### config.mk
export PLATFORM = sky130hd
export DESIGN_NAME = ack_retry_tracker
export DESIGN_NICKNAME = d
export VERILOG_FILES = /design/src/rtl/art_pkg.sv /design/src/rtl/art_ctrl.sv /design/src/rtl/art_dp.sv /design/src/rtl/ack_retry_tracker.sv
export SDC_FILE = /design/constraint.sdc
export NUM_CORES = 1
export LEC_CHECK = 0
export BUFFER_PORTS_ARGS = -buffer_cell sky130_fd_sc_hd__buf_2
export CAP_MARGIN = 10
export CORE_UTILIZATION = 48
export CTS_CLUSTER_DIAMETER = 40
export DETAILED_ROUTE_END_ITERATION = 10
export GPL_ROUTABILITY_DRIVEN = 0
export HOLD_SLACK_MARGIN = 0.03
export PLACE_DENSITY = 0.67
export SKIP_CTS_REPAIR_TIMING = 1
export SKIP_LAST_GASP = 1
export SLEW_MARGIN = 0
export SYNTH_ARGS = -nofsm -noshare
export SYNTH_HDL_FRONTEND = slang
export SYNTH_SLANG_ARGS = --single-unit
### constraint.sdc
create_clock -name clk -period 8.6 [get_ports clk]
set_clock_uncertainty 0.05 [all_clocks]
set_input_delay 1.72 -clock clk [delete_from_list [all_inputs] [get_ports clk]]
set_output_delay 1.72 -clock clk [all_outputs]
set_load 0.02 [all_outputs]
### src/rtl/art_pkg.sv
// Shared types and constants for the ack/retry tracker.
// No dependencies; imported by art_ctrl, art_dp and ack_retry_tracker.
`default_nettype none

package art_pkg;

	localparam int DepthDefault = 16;
	localparam int MaxResults   = 16;
	localparam int ResCntW      = $clog2(MaxResults + 1);
	localparam int CfgDataW     = 16;
	localparam int CfgIdxW      = 1;

	localparam logic [1:0] CMD_TRACK = 2'd0;
	localparam logic [1:0] CMD_ACK   = 2'd1;
	localparam logic [1:0] CMD_CHECK = 2'd2;

	localparam logic [1:0] KIND_TRACKED = 2'd0;
	localparam logic [1:0] KIND_FULL    = 2'd1;
	localparam logic [1:0] KIND_RESEND  = 2'd2;
	localparam logic [1:0] KIND_GIVE_UP = 2'd3;

	localparam logic [CfgIdxW-1:0] REG_ACK_TIMEOUT = 1'd0;
	localparam logic [CfgIdxW-1:0] REG_MAX_RETRIES = 1'd1;

	localparam logic [15:0] TimeoutReset = 16'd100;
	localparam logic [3:0]  RetriesReset = 4'd3;

	typedef struct packed {
		logic [1:0]  cmd;
		logic [3:0]  node;
		logic [7:0]  msg_type;
		logic        ack_ok;
		logic [31:0] now_ms;
	} in_item_t;

	typedef struct packed {
		logic [1:0] kind;
		logic [3:0] out_node;
		logic [7:0] out_type;
		logic [3:0] slot;
		logic       last;
	} out_item_t;

	// controller -> datapath
	typedef struct packed {
		logic       load;
		logic       s_inc;
		logic       trk_write;
		logic       push;
		logic [1:0] push_kind;
		logic       i_inc;
		logic       rd_next;
		logic       resend;
		logic       rm_start;
		logic       shift_write;
		logic       cnt_dec;
		logic       finish;
	} art_cmd_t;

	// datapath -> controller
	typedef struct packed {
		logic [1:0] cmd;
		logic       ack_ok;
		logic       full;
		logic       slot_free;
		logic       walk_end;
		logic       match;
		logic       timed_out;
		logic       ret_zero;
		logic       shift_end;
	} art_sts_t;

endpackage

`default_nettype wire

### src/rtl/art_ctrl.sv
// Sequencer for the ack/retry tracker: dispatches commands, walks the list,
// drives the shift on removal. Depends on art_pkg.
`default_nettype none

module art_ctrl (
	input  wire               clk,
	input  wire               arst_n,
	input  wire               start,
	output logic              busy,
	input  wire art_pkg::art_sts_t sts,
	output art_pkg::art_cmd_t cmd
);
	import art_pkg::*;

	localparam logic [2:0] S_IDLE  = 3'd0;
	localparam logic [2:0] S_DISP  = 3'd1;
	localparam logic [2:0] S_SCAN  = 3'd2;
	localparam logic [2:0] S_RD    = 3'd3;
	localparam logic [2:0] S_EV    = 3'd4;
	localparam logic [2:0] S_SH_RD = 3'd5;
	localparam logic [2:0] S_SH_WR = 3'd6;
	localparam logic [2:0] S_FIN   = 3'd7;

	logic [2:0] state_q, state_d;

	always_ff @(posedge clk or negedge arst_n) begin
		if (!arst_n) begin
			state_q <= S_IDLE;
		end else begin
			state_q <= state_d;
		end
	end

	assign busy = (state_q != S_IDLE);

	always_comb begin
		state_d = state_q;
		cmd     = '0;
		case (state_q)
			S_IDLE: begin
				if (start) begin
					cmd.load = 1'b1;
					state_d  = S_DISP;
				end
			end
			S_DISP: begin
				case (sts.cmd)
					CMD_TRACK: begin
						if (sts.full) begin
							cmd.push      = 1'b1;
							cmd.push_kind = KIND_FULL;
							state_d       = S_FIN;
						end else begin
							state_d = S_SCAN;
						end
					end
					CMD_ACK, CMD_CHECK: state_d = S_RD;
					default:            state_d = S_FIN;
				endcase
			end
			S_SCAN: begin
				if (sts.slot_free) begin
					cmd.trk_write = 1'b1;
					cmd.push      = 1'b1;
					cmd.push_kind = KIND_TRACKED;
					state_d       = S_FIN;
				end else begin
					cmd.s_inc = 1'b1;
				end
			end
			S_RD: begin
				// entry i is read here, evaluated next cycle
				state_d = sts.walk_end ? S_FIN : S_EV;
			end
			S_EV: begin
				if (sts.cmd == CMD_ACK) begin
					if (sts.match) begin
						cmd.rm_start = sts.ack_ok;
						state_d      = sts.ack_ok ? S_SH_RD : S_FIN;
					end else begin
						cmd.i_inc = 1'b1;
						state_d   = S_RD;
					end
				end else if (!sts.timed_out) begin
					cmd.i_inc = 1'b1;
					state_d   = S_RD;
				end else if (sts.ret_zero) begin
					cmd.push      = 1'b1;
					cmd.push_kind = KIND_GIVE_UP;
					cmd.rm_start  = 1'b1;
					state_d       = S_SH_RD;
				end else begin
					cmd.push      = 1'b1;
					cmd.push_kind = KIND_RESEND;
					cmd.resend    = 1'b1;
					cmd.i_inc     = 1'b1;
					state_d       = S_RD;
				end
			end
			S_SH_RD: begin
				if (sts.shift_end) begin
					cmd.cnt_dec = 1'b1;
					// after a removal the check walk resumes at the same index
					state_d = (sts.cmd == CMD_ACK) ? S_FIN : S_RD;
				end else begin
					cmd.rd_next = 1'b1;
					state_d     = S_SH_WR;
				end
			end
			S_SH_WR: begin
				cmd.shift_write = 1'b1;
				state_d         = S_SH_RD;
			end
			S_FIN: begin
				cmd.finish = 1'b1;
				state_d    = S_IDLE;
			end
			default: state_d = S_IDLE;
		endcase
	end

`ifndef ASSERT_OFF
	a_busy_ends_on_finish: assert property (@(posedge clk) disable iff (!arst_n)
		$fell(busy) |-> $past(cmd.finish))
		else $error("busy dropped without finish");
	a_no_work_when_idle: assert property (@(posedge clk) disable iff (!arst_n)
		!busy |-> !(cmd.push || cmd.trk_write || cmd.shift_write || cmd.resend))
		else $error("datapath command while idle");
`endif

endmodule

`default_nettype wire

### src/rtl/art_dp.sv
// Datapath for the ack/retry tracker: entry memory, slot map, counters,
// config registers and the result register. Depends on art_pkg.
`default_nettype none

module art_dp #(
	parameter int DEPTH = art_pkg::DepthDefault
) (
	input  wire                            clk,
	input  wire                            arst_n,
	input  wire art_pkg::in_item_t         item,
	input  wire                            cfg_we,
	input  wire [art_pkg::CfgIdxW-1:0]     cfg_idx,
	input  wire [art_pkg::CfgDataW-1:0]    cfg_wdata,
	input  wire art_pkg::art_cmd_t         cmd,
	output art_pkg::art_sts_t              sts,
	output art_pkg::out_item_t             res,
	output logic                           res_valid
);
	import art_pkg::*;

	localparam int IW = $clog2(DEPTH);
	localparam int CW = $clog2(DEPTH + 1);

	typedef struct packed {
		logic [3:0]    node;
		logic [7:0]    mtype;
		logic [31:0]   sent;
		logic [3:0]    retries;
		logic [IW-1:0] slot;
	} entry_t;

	entry_t              mem_q [DEPTH];
	entry_t              rd_q;
	entry_t              wdata;
	logic                mem_we;
	logic [IW-1:0]       waddr, raddr;

	in_item_t            in_q;
	logic [15:0]         tmo_q;
	logic [3:0]          mret_q;
	logic [CW-1:0]       cnt_q, i_q, j_q, jn;
	logic [IW-1:0]       s_q;
	logic [DEPTH-1:0]    sbusy_q;
	logic [ResCntW-1:0]  n_q;
	out_item_t           pend_q, push_d;
	logic                pend_v_q;
	logic [31:0]         age;
	logic [IW+3:0]       slot_ext;

	assign jn  = j_q + 1'b1;
	assign age = in_q.now_ms - rd_q.sent;

	// config
	always_ff @(posedge clk or negedge arst_n) begin
		if (!arst_n) begin
			tmo_q  <= TimeoutReset;
			mret_q <= RetriesReset;
		end else if (cfg_we) begin
			case (cfg_idx)
				REG_ACK_TIMEOUT: tmo_q  <= cfg_wdata;
				REG_MAX_RETRIES: mret_q <= cfg_wdata[3:0];
				default: ;
			endcase
		end
	end

	always_ff @(posedge clk) begin
		if (cmd.load) begin
			in_q <= item;
		end
	end

	// entry memory: one write, one registered read
	always_comb begin
		mem_we = 1'b0;
		waddr  = i_q[IW-1:0];
		wdata  = rd_q;
		if (cmd.trk_write) begin
			mem_we        = 1'b1;
			waddr         = cnt_q[IW-1:0];
			wdata.node    = in_q.node;
			wdata.mtype   = in_q.msg_type;
			wdata.sent    = in_q.now_ms;
			wdata.retries = mret_q;
			wdata.slot    = s_q;
		end else if (cmd.resend) begin
			mem_we        = 1'b1;
			wdata.retries = rd_q.retries - 4'd1;
			wdata.sent    = in_q.now_ms;
		end else if (cmd.shift_write) begin
			mem_we = 1'b1;
			waddr  = j_q[IW-1:0];
		end
	end

	assign raddr = cmd.rd_next ? jn[IW-1:0] : i_q[IW-1:0];

	always_ff @(posedge clk) begin
		if (mem_we) begin
			mem_q[waddr] <= wdata;
		end
		rd_q <= mem_q[raddr];
	end

	// counters and slot map
	always_ff @(posedge clk or negedge arst_n) begin
		if (!arst_n) begin
			cnt_q   <= '0;
			sbusy_q <= '0;
			i_q     <= '0;
			j_q     <= '0;
			s_q     <= '0;
			n_q     <= '0;
		end else begin
			if (cmd.load) begin
				i_q <= '0;
				s_q <= '0;
				n_q <= '0;
			end
			if (cmd.s_inc) begin
				s_q <= s_q + 1'b1;
			end
			if (cmd.trk_write) begin
				sbusy_q[s_q] <= 1'b1;
				cnt_q        <= cnt_q + 1'b1;
			end
			if (cmd.i_inc) begin
				i_q <= i_q + 1'b1;
			end
			if (cmd.push) begin
				n_q <= n_q + 1'b1;
			end
			if (cmd.rm_start) begin
				sbusy_q[rd_q.slot] <= 1'b0;
				j_q                <= i_q;
			end
			if (cmd.shift_write) begin
				j_q <= jn;
			end
			if (cmd.cnt_dec) begin
				cnt_q <= cnt_q - 1'b1;
			end
		end
	end

	// result fields for a new transfer
	assign slot_ext = {4'd0, rd_q.slot};
	always_comb begin
		push_d.kind = cmd.push_kind;
		push_d.last = 1'b0;
		case (cmd.push_kind)
			KIND_TRACKED: begin
				push_d.out_node = in_q.node;
				push_d.out_type = in_q.msg_type;
				push_d.slot     = 4'(s_q);
			end
			KIND_FULL: begin
				push_d.out_node = in_q.node;
				push_d.out_type = in_q.msg_type;
				push_d.slot     = 4'd0;
			end
			default: begin
				push_d.out_node = rd_q.node;
				push_d.out_type = rd_q.mtype;
				push_d.slot     = slot_ext[3:0];
			end
		endcase
	end

	// one result held back so the final one can carry last
	always_ff @(posedge clk or negedge arst_n) begin
		if (!arst_n) begin
			pend_v_q  <= 1'b0;
			res_valid <= 1'b0;
		end else begin
			res_valid <= 1'b0;
			if (cmd.push) begin
				pend_v_q  <= 1'b1;
				res_valid <= pend_v_q;
			end else if (cmd.finish) begin
				pend_v_q  <= 1'b0;
				res_valid <= pend_v_q;
			end
		end
	end

	// pend_q.last is always clear; only the final transfer sets it
	always_ff @(posedge clk) begin
		if (cmd.push) begin
			pend_q <= push_d;
			res    <= pend_q;
		end else if (cmd.finish) begin
			res <= out_item_t'({pend_q[$bits(out_item_t)-1:1], 1'b1});
		end
	end

	always_comb begin
		sts.cmd       = in_q.cmd;
		sts.ack_ok    = in_q.ack_ok;
		sts.full      = (cnt_q == CW'(DEPTH));
		sts.slot_free = !sbusy_q[s_q];
		sts.walk_end  = (i_q >= cnt_q) || (n_q == ResCntW'(MaxResults));
		sts.match     = (rd_q.node == in_q.node) && (rd_q.mtype == in_q.msg_type);
		sts.timed_out = (age >= {16'd0, tmo_q});
		sts.ret_zero  = (rd_q.retries == 4'd0);
		sts.shift_end = (jn >= cnt_q);
	end

`ifndef ASSERT_OFF
	a_cnt_bound: assert property (@(posedge clk) disable iff (!arst_n)
		cnt_q <= CW'(DEPTH))
		else $error("entry count above depth");
	a_track_free_slot: assert property (@(posedge clk) disable iff (!arst_n)
		cmd.trk_write |-> (!sbusy_q[s_q] && cnt_q < CW'(DEPTH)))
		else $error("track into busy slot or full list");
	a_remove_busy_slot: assert property (@(posedge clk) disable iff (!arst_n)
		cmd.rm_start |-> sbusy_q[rd_q.slot])
		else $error("removed entry held a free slot");
	a_push_finish_excl: assert property (@(posedge clk) disable iff (!arst_n)
		!(cmd.push && cmd.finish))
		else $error("push and finish together");
`endif

endmodule

`default_nettype wire

### src/rtl/ack_retry_tracker.sv
// Top level of the ack/retry tracker: controller plus datapath.
// Depends on art_pkg, art_ctrl and art_dp.
`default_nettype none

// Tracks sent messages awaiting acknowledge. A command is taken when start is
// high and busy is low; results appear one per res_valid pulse and must be
// taken in that cycle, the final one of a command with res.last set. Entries
// live in a single-port-read memory walked one at a time, so time per command
// is set by that walk: track scans past each busy slot below the lowest free
// one (a full list is refused without a scan); ack and check visit the entries
// one by one, and each removal moves every later entry up by one place.
// Results of a command are delayed one transfer so that last can be marked.
// No clearing pass is needed after reset.
module ack_retry_tracker #(
	parameter int DEPTH = art_pkg::DepthDefault
) (
	input  wire                          clk,
	input  wire                          arst_n,
	input  wire                          start,
	output logic                         busy,
	input  wire art_pkg::in_item_t       item,
	input  wire                          cfg_we,
	input  wire [art_pkg::CfgIdxW-1:0]   cfg_idx,
	input  wire [art_pkg::CfgDataW-1:0]  cfg_wdata,
	output art_pkg::out_item_t           res,
	output logic                         res_valid
);
	import art_pkg::*;

	art_cmd_t cmd;
	art_sts_t sts;

	art_ctrl u_ctrl (
		.clk    (clk),
		.arst_n (arst_n),
		.start  (start),
		.busy   (busy),
		.sts    (sts),
		.cmd    (cmd)
	);

	art_dp #(
		.DEPTH (DEPTH)
	) u_dp (
		.clk       (clk),
		.arst_n    (arst_n),
		.item      (item),
		.cfg_we    (cfg_we),
		.cfg_idx   (cfg_idx),
		.cfg_wdata (cfg_wdata),
		.cmd       (cmd),
		.sts       (sts),
		.res       (res),
		.res_valid (res_valid)
	);

endmodule

`default_nettype wire
==> flow_summary.yaml <==
synthesis:
  synth_top_family_by_area: "simple AND/OR/NAND/NOR gates"
  postSynthCellCount: 3358
  avgSynthCellArea_um2: 12.9
  synth_compound_area_share_pct: 6.12
  seq_area_frac_synth_pct: 69.5
  yosys.area_share.simple_pct: 13.1
  yosys_warnings: 0
  synth_top_area_cell: "edfxtp_1"
  synth_top_area_share_pct: 63.3
  synth_async_sr_flop_share_pct: 6.29
  synth_commonest_cells: "edfxtp_1, nand2_1, nand3_1"
  synthXorXnorAreaFrac_pct: 0.786
  yosys-top-cells-area: "edfxtp_1, nand2_1, mux2i_1"
  synth.ff_latch_count: 1033
  yosys.cell_types.count: 81
  synth_fa_ha_area_share_pct: 2.17
  synth_most_common_cell: "edfxtp_1"
  ys.flop_type: "edfxtp_1"
  synth_edf_count: 916
  muxShareOfSynthArea_pct: 5.91
  syn-num-nets: 3500
  synth_area_um2: 43400
finish:
  antenna_cells: 0
  fin_nets: 3570
  area_growth_pct: 13.4
  drive_gt1_share_pct: 12.1
setup_path:
  critPathArrivalTime_ns: 7.03
  slowest_stage: "a21oi_4"
  worstSetupStartpointType: "flip-flop"
  cp_cell_sequence: "inv_1 -> ha_1 -> fa_1 -> nand2b_1 -> a21oi_1 -> nor2_1 -> xnor2_1 -> ha_1 -> and4_1 -> a2111oi_2 -> o31a_1 -> o22ai_1 -> or4_4 -> a2111oi_4 -> nand4_1 -> or3_4 -> a21oi_4 -> a211o_1 -> nor2_4 -> buf_4"
  required_ns: 8.86
  critPathCaptureType: "flip-flop"
  critical_path_class: "flip-flop to flip-flop"
  crit_path_max_incr_delay_ns: 0.69
  cp_max_fo: 41
  crit_top_cell: "ha_1"
job:
  drv_cap: 0
die:
  io_pins: 89
  fp.dieH_um: 303
  core.rowCount: 109
  dieArea_um2: 91700
  core_area_um2: 89100
  start_util_pct: 48.8
  die_x_um: 303
placement:
  portBuffers: 88
  dp_hpwl_mm: 61.2
cts:
  cts_tree: "built"
  clock_sinks: 1033
  clk_latency_ns: 0.70
  cts_buffer_depth: 3
  cts_inserted_buffers: 117
  path_clk_slew_ns: 0.06
  cts-root-buf: "clkbuf_16"
  htreeDepth: 3
timing:
  setup_viol: 0
  rsz0062_at_grt: "false"
  setup_tns_ns: 0
  slew_violations: 0
  hold_ws_ns: 0.370
  fmax_mhz: 148
  min_period_ns: 6.77
  hold_violations: 0
  timing.max_slew.rel_slack_pct: 19.6
  worst_slew_pin_slew_ns: 1.20
  finalCritPeriodShare_pct: 78.7
power:
  power_density_nw_per_um2: 415
  leakage_nw: 17.9
  peakVddDrop_mv: 0.344
grt:
  grt_pass1_vias: 26427
  grt_pass1_wl_mm: 162
  antenna_found_initial: 1
  track_usage_pct: 23.6
  overflow: 0
  grt_max_degree: 210
routing:
  wl_per_cell_um: 23.0
  drc: 0
  first_iter_violations: 2783
  wl_mm: 108
  drtPass1Iterations: 6
  viasPerCell: 5.84
  ant_nets: 0
  vias: 27409
hold_path:
  hold_path.class: "flip-flop to flip-flop"
status:
  status: "complete, no violations"
## area by class of cell
type	instances	area, um2
repair buffers	135	862
clock inverters	76	903
inverters	86	325
flip-flops and latches	1033	30200
clock buffers	146	3140
multi-input cells	2055	12400
fillers	7087	39800
well taps	1165	1460
## report_power, final
| part | leakage [nW] | switching (mW) | internal (mW) |
|---|---|---|---|
| sequential | 9.53 | 0.364 | 7.22 |
| combinational | 6.47 | 5.42 | 2.38 |
| clock | 1.94 | 2.09 | 3.00 |
| total | 17.9 | 7.88 | 12.6 |
## layout by cell type (no fill, tap or decap), types with 17 or more instances in the layout
cell       instances
clkbuf_1          22
ha_1              72
buf_2             88
a21oi_1           52
a31oi_1           36
mux2i_1          174
dfrtp_1           60
o21ai_0           56
nand2_1          827
a21o_1            18
o221ai_1          55
inv_1             84
dfxtp_1           52
a32oi_1           53
edfxtp_1         916
nand4_1           17
mux2_2            44
nand3_1          334
buf_4             41
xnor2_1           29
nor2_4            19
nor2_1            57
clkbuf_16        120
## metrics by stage
stage / std cells / instance area, um2 / util, % / power [mW] / setup WS (ns)
after global placement: 4473 / 45200 / 50.8 / 15.3 / 1.99
after detailed placement: 4473 / 45200 / 50.8 / 15.4 / 1.88
after global routing: 4696 / 49300 / 55.3 / 21.5 / 1.59
after CTS: 4695 / 49300 / 55.3 / 20.5 / 1.82
after floorplan: 3358 / 43400 / - / 12.9 / 2.05
final: 4696 / 49300 / 55.3 / 20.5 / 1.83
## worst paths after layout
path | startpoint | endpoint | slack, ns | cells past startpoint
min in group asynchronous | arst_n | u_dp.res_valid$_DFF_PN0_ | 1.17 | 2
worst min register to register | u_dp.pend_q[7]$_DFFE_PP_ | u_dp.res[7]$_DFFE_PP_ | 0.37 | 0
worst max register to register | u_dp.in_q[0]$_DFFE_PP_ | u_dp.mem_q[4][27]$_DFFE_PP_ | 1.83 | 20
max in group asynchronous | arst_n | u_dp.tmo_q[0]$_DFFE_PN0P_ | 6.67 | 2
worst max-delay path | u_dp.in_q[0]$_DFFE_PP_ | u_dp.mem_q[4][27]$_DFFE_PP_ | 1.83 | 20
worst min-delay path | u_dp.pend_q[7]$_DFFE_PP_ | u_dp.res[7]$_DFFE_PP_ | 0.37 | 0
## kinds of logic (layout without fill, tap and decap cells)
| family | Yosys count | after routing |
|---|---|---|
| muxes | 242 | 242 |
| and+or+nand+nor | 1330 | 1330 |
| buffers and inverters | 270 | 443 |
| xor gates and xnor gates | 39 | 39 |
| DFF | 1033 | 1033 |
| AOI/OAI and AO/OA | 370 | 370 |
| adders and majority gates | 74 | 74 |
## state kept, by name (all words and copies together), names as in the netlist
| signal | flops |
|---|---|
| u_ctrl.state_q | 3 |
| u_dp.s_q | 4 |
| u_dp.in_q | 44 |
| u_dp.mem_q | 832 |
| u_dp.sbusy_q | 16 |
| u_dp.i_q | 5 |
| u_dp.pend_v_q | 1 |
| u_dp.sts | 3 |
| u_dp.n_q | 5 |
| u_dp.rd_q | 52 |
| u_dp.cnt_q | 5 |
| u_dp.tmo_q | 16 |
| u_dp.res | 19 |
| u_dp.j_q | 5 |
| u_dp.res_valid | 1 |
| u_dp.pend_q | 18 |
| u_dp.mret_q | 4 |
## worst max-delay path, delay by kind of cell (launching register included)
family,cells,cell delay [ns]
compound gates,7,2.34
simple gates,7,1.97
fa+ha+maj,3,0.96
buf+inv,2,0.45
flops,1,0.34
xor+xnor,1,0.15
## per-layer routing
| layer | part of all wire, % | GRT usage, % | wire length [um] | vias up |
|---|---|---|---|---|
| met3 | 7.7 | 3.77 | 8350 | 188 |
| met2 | 47 | 37.8 | 51000 | 1208 |
| li1 | - | - | - | 12501 |
| met5 | 0 | 0 | 0 | - |
| met4 | 3.3 | 8.24 | 3520 | 0 |
| met1 | 42 | 32.8 | 45300 | 13512 |
Note: power is estimated with default switching activity, not from simulation.
